File: src/hdl/slm_pkg.sv
package slm_pkg;

  localparam int WORD_BITS      = 32;
  localparam int SAMPLE_BITS    = 24;
  localparam int SQUARE_BITS    = 2 * SAMPLE_BITS;
  localparam int SUM_BITS       = 64;
  localparam int COUNT_BITS     = 16;
  localparam int WINDOW_N_BITS  = COUNT_BITS + 1;
  localparam int POS_BITS       = 6;
  localparam int LOG_FRAC_BITS  = 6;
  localparam int FRAC_ENTRIES   = 1 << LOG_FRAC_BITS;
  localparam int LOG_Q_BITS     = 16;
  localparam int LOG_BITS       = POS_BITS + LOG_Q_BITS;
  localparam int COEF_BITS      = 21;
  localparam int PROD_BITS      = LOG_BITS + COEF_BITS;
  localparam int TERM_BITS      = 12;
  localparam int LEVEL_BITS     = 14;
  localparam int MAG_BITS       = 13;
  localparam int RECIP_BITS     = 13;
  localparam int RECIP_SHIFT    = 16;
  localparam int QUOT_BITS      = 10;
  localparam int CAL_BITS       = 12;
  localparam int CFG_DATA_BITS  = 16;
  localparam int CFG_INDEX_BITS = 1;
  localparam int WHOLE_BITS     = 10;
  localparam int TENTH_BITS     = 4;

  localparam logic [COEF_BITS-1:0]   LEVEL_COEF      = 21'd1972830;
  localparam logic [RECIP_BITS-1:0]  RECIP_TEN       = 13'd6554;
  localparam logic [COUNT_BITS-1:0]  WINDOW_RESET    = 16'd20000;
  localparam logic [CAL_BITS-1:0]    CAL_RESET       = 12'hF6B;
  localparam logic [POS_BITS-1:0]    POS_TOP         = 6'd63;

  localparam logic [CFG_INDEX_BITS-1:0] CFG_WINDOW_LENGTH      = 1'd0;
  localparam logic [CFG_INDEX_BITS-1:0] CFG_CALIBRATION_OFFSET = 1'd1;

  typedef logic [LOG_Q_BITS-1:0] frac_table_t [FRAC_ENTRIES];

  function automatic frac_table_t build_frac_table();
    frac_table_t      tbl;
    logic [63:0]      m;
    logic [LOG_Q_BITS-1:0] r;
    for (int k = 0; k < FRAC_ENTRIES; k++) begin
      m = (64'(FRAC_ENTRIES) + 64'(k)) << (30 - LOG_FRAC_BITS);
      r = '0;
      for (int i = 0; i < LOG_Q_BITS; i++) begin
        m = (m * m) >> 30;
        r = {r[LOG_Q_BITS-2:0], 1'b0};
        if (m >= 64'h8000_0000) begin
          r[0] = 1'b1;
          m = m >> 1;
        end
      end
      tbl[k] = r;
    end
    return tbl;
  endfunction

  localparam frac_table_t LOG_FRAC_TABLE = build_frac_table();

  typedef struct packed {
    logic load_sample;
    logic square;
    logic accumulate;
    logic clear_window;
    logic norm_load_sum;
    logic norm_load_len;
    logic norm_step;
    logic store_log_sum;
    logic diff;
    logic scale;
    logic level;
    logic divide;
    logic emit;
    logic emit_silent;
  } slm_cmd_t;

  typedef struct packed {
    logic window_done;
    logic sum_zero;
    logic norm_done;
    logic out_busy;
  } slm_status_t;

endpackage

File: src/hdl/slm_ctrl.sv
module slm_ctrl
  import slm_pkg::*;
(
  input  logic        clk,
  input  logic        rst,
  input  logic        in_valid,
  output logic        in_ready,
  input  slm_status_t status,
  output slm_cmd_t    cmd
);

  localparam logic [3:0] ST_IDLE        = 4'd0;
  localparam logic [3:0] ST_SQUARE      = 4'd1;
  localparam logic [3:0] ST_ACCUM       = 4'd2;
  localparam logic [3:0] ST_CHECK       = 4'd3;
  localparam logic [3:0] ST_NORM_SUM    = 4'd4;
  localparam logic [3:0] ST_NORM_LEN    = 4'd5;
  localparam logic [3:0] ST_SCALE       = 4'd6;
  localparam logic [3:0] ST_LEVEL       = 4'd7;
  localparam logic [3:0] ST_DIVIDE      = 4'd8;
  localparam logic [3:0] ST_EMIT        = 4'd9;
  localparam logic [3:0] ST_EMIT_SILENT = 4'd10;

  logic [3:0] state;
  logic [3:0] state_next;

  always_ff @(posedge clk) begin
    if (rst) begin
      state <= ST_IDLE;
    end else begin
      state <= state_next;
    end
  end

  always_comb begin
    state_next = state;
    cmd        = '0;
    in_ready   = 1'b0;
    unique case (state)
      ST_IDLE: begin
        in_ready = 1'b1;
        if (in_valid) begin
          cmd.load_sample = 1'b1;
          state_next      = ST_SQUARE;
        end
      end
      ST_SQUARE: begin
        cmd.square = 1'b1;
        state_next = ST_ACCUM;
      end
      ST_ACCUM: begin
        cmd.accumulate = 1'b1;
        state_next     = ST_CHECK;
      end
      ST_CHECK: begin
        if (!status.window_done) begin
          state_next = ST_IDLE;
        end else if (status.sum_zero) begin
          cmd.clear_window = 1'b1;
          state_next       = ST_EMIT_SILENT;
        end else begin
          cmd.clear_window  = 1'b1;
          cmd.norm_load_sum = 1'b1;
          state_next        = ST_NORM_SUM;
        end
      end
      ST_NORM_SUM: begin
        if (status.norm_done) begin
          cmd.store_log_sum = 1'b1;
          cmd.norm_load_len = 1'b1;
          state_next        = ST_NORM_LEN;
        end else begin
          cmd.norm_step = 1'b1;
        end
      end
      ST_NORM_LEN: begin
        if (status.norm_done) begin
          cmd.diff   = 1'b1;
          state_next = ST_SCALE;
        end else begin
          cmd.norm_step = 1'b1;
        end
      end
      ST_SCALE: begin
        cmd.scale  = 1'b1;
        state_next = ST_LEVEL;
      end
      ST_LEVEL: begin
        cmd.level  = 1'b1;
        state_next = ST_DIVIDE;
      end
      ST_DIVIDE: begin
        cmd.divide = 1'b1;
        state_next = ST_EMIT;
      end
      ST_EMIT: begin
        if (!status.out_busy) begin
          cmd.emit   = 1'b1;
          state_next = ST_IDLE;
        end
      end
      ST_EMIT_SILENT: begin
        if (!status.out_busy) begin
          cmd.emit_silent = 1'b1;
          state_next      = ST_IDLE;
        end
      end
      default: begin
        state_next = ST_IDLE;
      end
    endcase
  end

endmodule

File: config.mk
export PLATFORM = sky130hd
export DESIGN_NAME = slm_ctrl
export DESIGN_NICKNAME = d
export VERILOG_FILES = /design/src/hdl/slm_pkg.sv /design/src/hdl/slm_ctrl.sv
export SDC_FILE = /design/constraint.sdc
export NUM_CORES = 1
export LEC_CHECK = 0
export ABC_CLOCK_PERIOD_IN_PS = 1170
export BUFFER_PORTS_ARGS = -buffer_cell sky130_fd_sc_hd__buf_2
export CAP_MARGIN = 20
export CORE_AREA = 10 10 47 49
export DETAILED_ROUTE_END_ITERATION = 8
export DIE_AREA = 0 0 57 59
export SETUP_SLACK_MARGIN = 0.2
export SYNTH_ARGS = -nofsm -noshare
export SYNTH_HDL_FRONTEND = slang
export SYNTH_SLANG_ARGS = --single-unit
File: constraint.sdc
create_clock -name clk -period 1.17 [get_ports clk]
set_input_delay 0.1755 -clock clk [delete_from_list [all_inputs] [get_ports clk]]
set_output_delay 0.1755 -clock clk [all_outputs]
set_load 0.1 [all_outputs]
==> reports/metrics.csv, run 1 <==
stage,metric,value,unit
yosys,synth_top_family_by_area,simple AND/OR/NAND/NOR gates,
placement,portBuffers,21,
floorplan,start_util,30.1,%
floorplan,ios,22,
placement,dp_hpwl,1410,um
yosys,avgSynthCellArea,7.27,sq um
yosys,synthFlopType,dfxtp_1,
timing,worstEndpointType,primary output,
clock_network,cts.path.max_buffers,2,
placement,placed_cell_area,1070,sq um
clock_network,cts_htree_levels,1,
clock_network,clock-sinks,4,
status,status,aborted with a tool error,
grt,antenna_found_initial,0,
yosys,yosys.area_share.adder,0,%
clock_network,cts_hold_buffers,0,
yosys,synth-simple-area-share,48.4,%
clock_network,cts_root_buf,clkbuf_4,
yosys,synth_nets,65,
yosys,synth_warnings,0,
status,error_line,[ERROR DPL-0033] detailed placement checks failed during check placement.,
yosys,synth_compound_area_share,16.0,%
status,lastStage,5_1_grt,
yosys,syn_area,422,sq um
yosys,ys_types,28,
yosys,ys_ff_latch,4,
yosys,synth_xor_area_share,2.08,%
yosys,synth_edf_count,0,
floorplan,rows,14,
yosys,async_flop_share,0,%
floorplan,die_y,59,um
floorplan,die_w,57,um
yosys,synthMuxAreaShare,0,%
yosys,synth_cells,58,
placement,gp_congestion,0.812,
grt,grt_max_degree,12,
clock_network,cts_made_buffers,3,
timing,crit_endpoint,cmd[1],
yosys,synth_seq_area_share,19.0,%
[cells by family after synthesis]
family,Yosys count
xor+xnor,1
buf+inv,10
simple gates,34
compound gates,9
flops,4
[synth_stat cells (2+ instances only)]
master | number | area [sq um]
nor2_1 | 2 | 7.51
nor4_1 | 4 | 25.0
buf_2 | 4 | 20.0
nand2b_1 | 2 | 12.5
buf_6 | 2 | 22.5
o21ai_0 | 2 | 10.0
nor4b_1 | 2 | 17.5
nor3_1 | 8 | 40.0
or4_1 | 2 | 15.0
inv_1 | 3 | 11.3
dfxtp_1 | 4 | 80.1
nand2_1 | 5 | 18.8
nand3b_1 | 3 | 22.5
[timing repair]
item                       in CTS
setup endpoints to repair      19
cloned                          1
pin swaps                       8
buffers inserted                7
gates resized for setup        15
[stage by stage]
step	worst slack, ns	hold WS, ns	cells
CTS	-0.392	0.134	119
detailed placement	-0.174	0.400	107
global placement	-0.123	0.396	107
floorplan	-1.07	0.231	58
==> inputs of run 2 (changes only) <==
- ABC_CLOCK_PERIOD_IN_PS: 1170 -> 1500
- CORE_AREA: 10 10 47 49 -> 10 10 71 73
- DIE_AREA: 0 0 57 59 -> 0 0 81 83
- PLACE_DENSITY_LB_ADDON: not set -> 0.15
- SETUP_SLACK_MARGIN: 0.2 -> not set
- clock period: 1.17 -> 1.5 ns (I/O delays scaled with it)
==> run 2 against run 1 <==
The flow now finishes, with violations (negative setup slack). Synthesized area unchanged. Synthesized cell count unchanged.
==> reports/metrics.csv, run 2 <==
stage,metric,value,unit,change
clock_network,cts_tree,yes,,
clock_network,cts_root_buf,clkbuf_8,,
yosys,ys_ff_latch,4,,unchanged
timing,finalMaxSlewViolations,0,,
floorplan,die_y,83,um,+41%
yosys,synth_top_family_by_area,simple AND/OR/NAND/NOR gates,,
critical_path,worstPathArrival,1.33,ns,
status,status,"finished, violations left",,
pwr,swShare,40.0,%,
floorplan,rows,22,,+8
grt,grt_first_pass_wirelength,3090,um,
yosys,synth_xor_area_share,2.08,%,unchanged
final_layout,fillCellCount,366,,
clock_network,cts.path.max_buffers,2,,unchanged
detailed_routing,drc,0,,
grt,grt_remaining_overflow,0,,
placement,gp_congestion,0.753,,-7.4%
pwr,pwr-share-clk,29.9,%,
pwr,powerDensity,640,nW/um^2,
grt,grt_max_degree,11,,
clock_network,cts_made_buffers,3,,unchanged
placement,placed_cell_area,1040,sq um,-2.5%
timing,fin_crit_sh,104,%,
clock_network,cts_hold_buffers,0,,unchanged
critical_path,slowest_stage,nor4b_4,,
critical_path,crit_type,flop to output pin,,
pwr,p_leak,0.446,nW,
pwr,switchingPower,0.000317,W,
detailed_routing,first_iter_violations,14,,
placement,post-place-ws,0.0432,ns,+0.217 ns
pwr,peakVddDrop,0.266,mV,
clock_network,cts_htree_levels,1,,unchanged
yosys,synth_nets,65,,unchanged
timing,finalSetupViolCount,5,,
grt,antenna_found_initial,0,,
final_layout,final_common_cell,buf_12,,
worst_hold_path,hold_path_depth,2,,
yosys,synth_warnings,0,,unchanged
clock_network,clock-sinks,4,,unchanged
final_layout,post-route-util,34.0,%,
critical_path,cp_cell_sequence,buf_6 -> nor4b_4 -> buf_12,,
clock_network,clk_pin_slew,0.03,ns,
yosys,yosysTopAreaCellShare,19.0,%,unchanged
yosys,synth_area_leaders,"dfxtp_1 19%, nor3_1 9.5%, nor4_1 5.9%",,
detailed_routing,viasPerCell,3.98,,
yosys,synthTopCellsByCount,"8 x nor3_1, 5 x nand2_1, 4 x buf_2, 4 x dfxtp_1, 4 x nor4_1",,
timing,fin_crit,1.55,ns,
placement,place_inst,129,,+21%
critical_path,endpoint_kind,output pin,,
timing,tns,-0.143,ns,
critical_path,required,1.27,ns,
yosys,synth_compound_area_share,16.0,%,unchanged
floorplan,start_util,11.6,%,-18 points
grt,grt_pass1_vias,627,,
critical_path,crit_path_max_fanout,7,,
timing,timing.final.ws_setup,-0.0529,ns,
timing,rsz0062_at_grt,yes,,
yosys,avgSynthCellArea,7.27,sq um,unchanged
yosys,synthFlopType,dfxtp_1,,
critical_path,critPathMaxStageDelay,0.39,ns,
yosys,yosys.area_share.adder,0,%,unchanged
yosys,synth_cells,58,,unchanged
yosys,synthMuxAreaShare,0,%,unchanged
final_layout,layoutNonFillerInstCount,144,,
final_layout,antenna_cells,0,,
final_layout,area_growth,193,%,
yosys,ys_types,28,,unchanged
floorplan,core-area,3630,sq um,
status,violations,negative setup slack,,
critical_path,worst_setup_path_start_kind,flop,,
timing,fmax,0.644,GHz,
final_layout,fin_area,1240,sq um,
detailed_routing,routedWlPerCell,12.7,um,
detailed_routing,wl,1830,um,
yosys,synth_area_leader_cell,dfxtp_1,,
yosys,synth_seq_area_share,19.0,%,unchanged
floorplan,die_w,81,um,+42%
timing,fin_worst_skew,0.00189,ns,
final_layout,largest_reg_flops,4,,
worst_hold_path,min-delay-path-class,input port to flop,,
final_layout,ff_latch_area,92.6,sq um,
detailed_routing,firstDrtPassIters,2,,
timing,hold_violations,0,,
yosys,async_flop_share,0,%,unchanged
detailed_routing,num_vias,573,,
pwr,power.internal,0.000475,W,
final_layout,final_cell_mix,"18 x buf_12, 13 x buf_4, 6 x nor3_4, 6 x buf_2, 4 x nor4_4",,
grt,grt.total_usage,5.63,%,
job,drv_cap,0,,
placement,portBuffers,21,,unchanged
yosys,synth_edf_count,0,,unchanged
clock_network,clk_latency,0.21,ns,
final_layout,multi_input_area,484,sq um,
critical_path,reg2reg_depth,5,,
floorplan,ios,22,,unchanged
floorplan,die_area,6720,sq um,
detailed_routing,ant_nets,0,,
pwr,seq_power_share,15.6,%,
yosys,synth-simple-area-share,48.4,%,unchanged
final_layout,layout-drive-gt1-share,76.0,%,
final_layout,nets,104,,
timing,tightestPinTransition,0.345,ns,
yosys,syn_area,422,sq um,unchanged
pwr,combPwrFrac,54.5,%,
placement,dp_hpwl,1450,um,+3.0%
final_layout,top_register,state,,
final_layout,reg_top3,state (4),,
timing,slew-limit-headroom,76.7,%,
yosys,synth.most_common_cell,nor3_1,,
-- run 2: cell counts after synthesis --
No cell type changed its count.
-- run 2: cells by family after synthesis --
group                     count (synthesis)
AOI/OAI and AO/OA                         9
xor gates and xnor gates                  1
buffers and inverters                    10
DFF                                       4
and+or+nand+nor                          34
-- run 2: metal layers --
metal  vias to the layer above  track usage [%]  part of all wire (%)
met5                         -                0                     0
li1                        288                -                     -
met2                        15             9.65                    52
met3                         0             2.37                   7.1
met4                         0             1.41                     0
met1                       270             6.14                    41
-- run 2: final timing paths --
| kind | start | end | slack (ns) |
|---|---|---|---|
| worst max-delay path | state[2] | cmd[2] | -0.05 |
| worst min register to register | state[2] | state[2] | 0.69 |
| worst max register to register | state[3] | state[0] | 0.04 |
| worst min-delay path | rst | state[2] | 0.25 |
-- run 2: timing repair --
| action | 4_1_cts | 5_1_grt |
|---|---|---|
| resized for setup | 9 | 9 |
| endpoints found under the setup margin | 11 | 11 |
| pin swaps | 2 | 6 |
| buffers inserted | 8 | 3 |
-- run 2: area by class of cell --
cell class                      count  area share (%)
Timing Repair Buffer               41            43.4
Clock buffer                        4            3.64
Sequential cell                     4            7.49
Inverter                            3            1.42
Tap cell                           48            4.86
Multi-Input combinational cell     44            39.2
-- run 2: critical path: cells and delay by family (launching register included) --
family,cells,cell delay [ns]
simple gates,1,0.39
flops,1,0.36
buf+inv,2,0.35
-- run 2: stage by stage --
| step | power [W] | hold WS [ns] |
|---|---|---|
| floorplan | 0.000382 | 0.280 |
| global placement | 0.000514 | 0.456 |
| detailed placement | 0.000516 | 0.472 |
| CTS | 0.000777 | 0.242 |
| global route | 0.000835 | 0.254 |
| finish | 0.000791 | 0.245 |
-- run 2: power by group through the flow --
stage | combinational (W) | clock [W] | sequential [W]
detailed placement | 0.000393 | 0 | 0.000123
CTS | 0.000411 | 0.000241 | 0.000125
global placement | 0.000391 | 0 | 0.000123
finish | 0.000431 | 0.000236 | 0.000124
floorplan | 0.000265 | 0 | 0.000117
global route | 0.000453 | 0.000258 | 0.000124
Note: power is estimated with default switching activity, not from simulation.
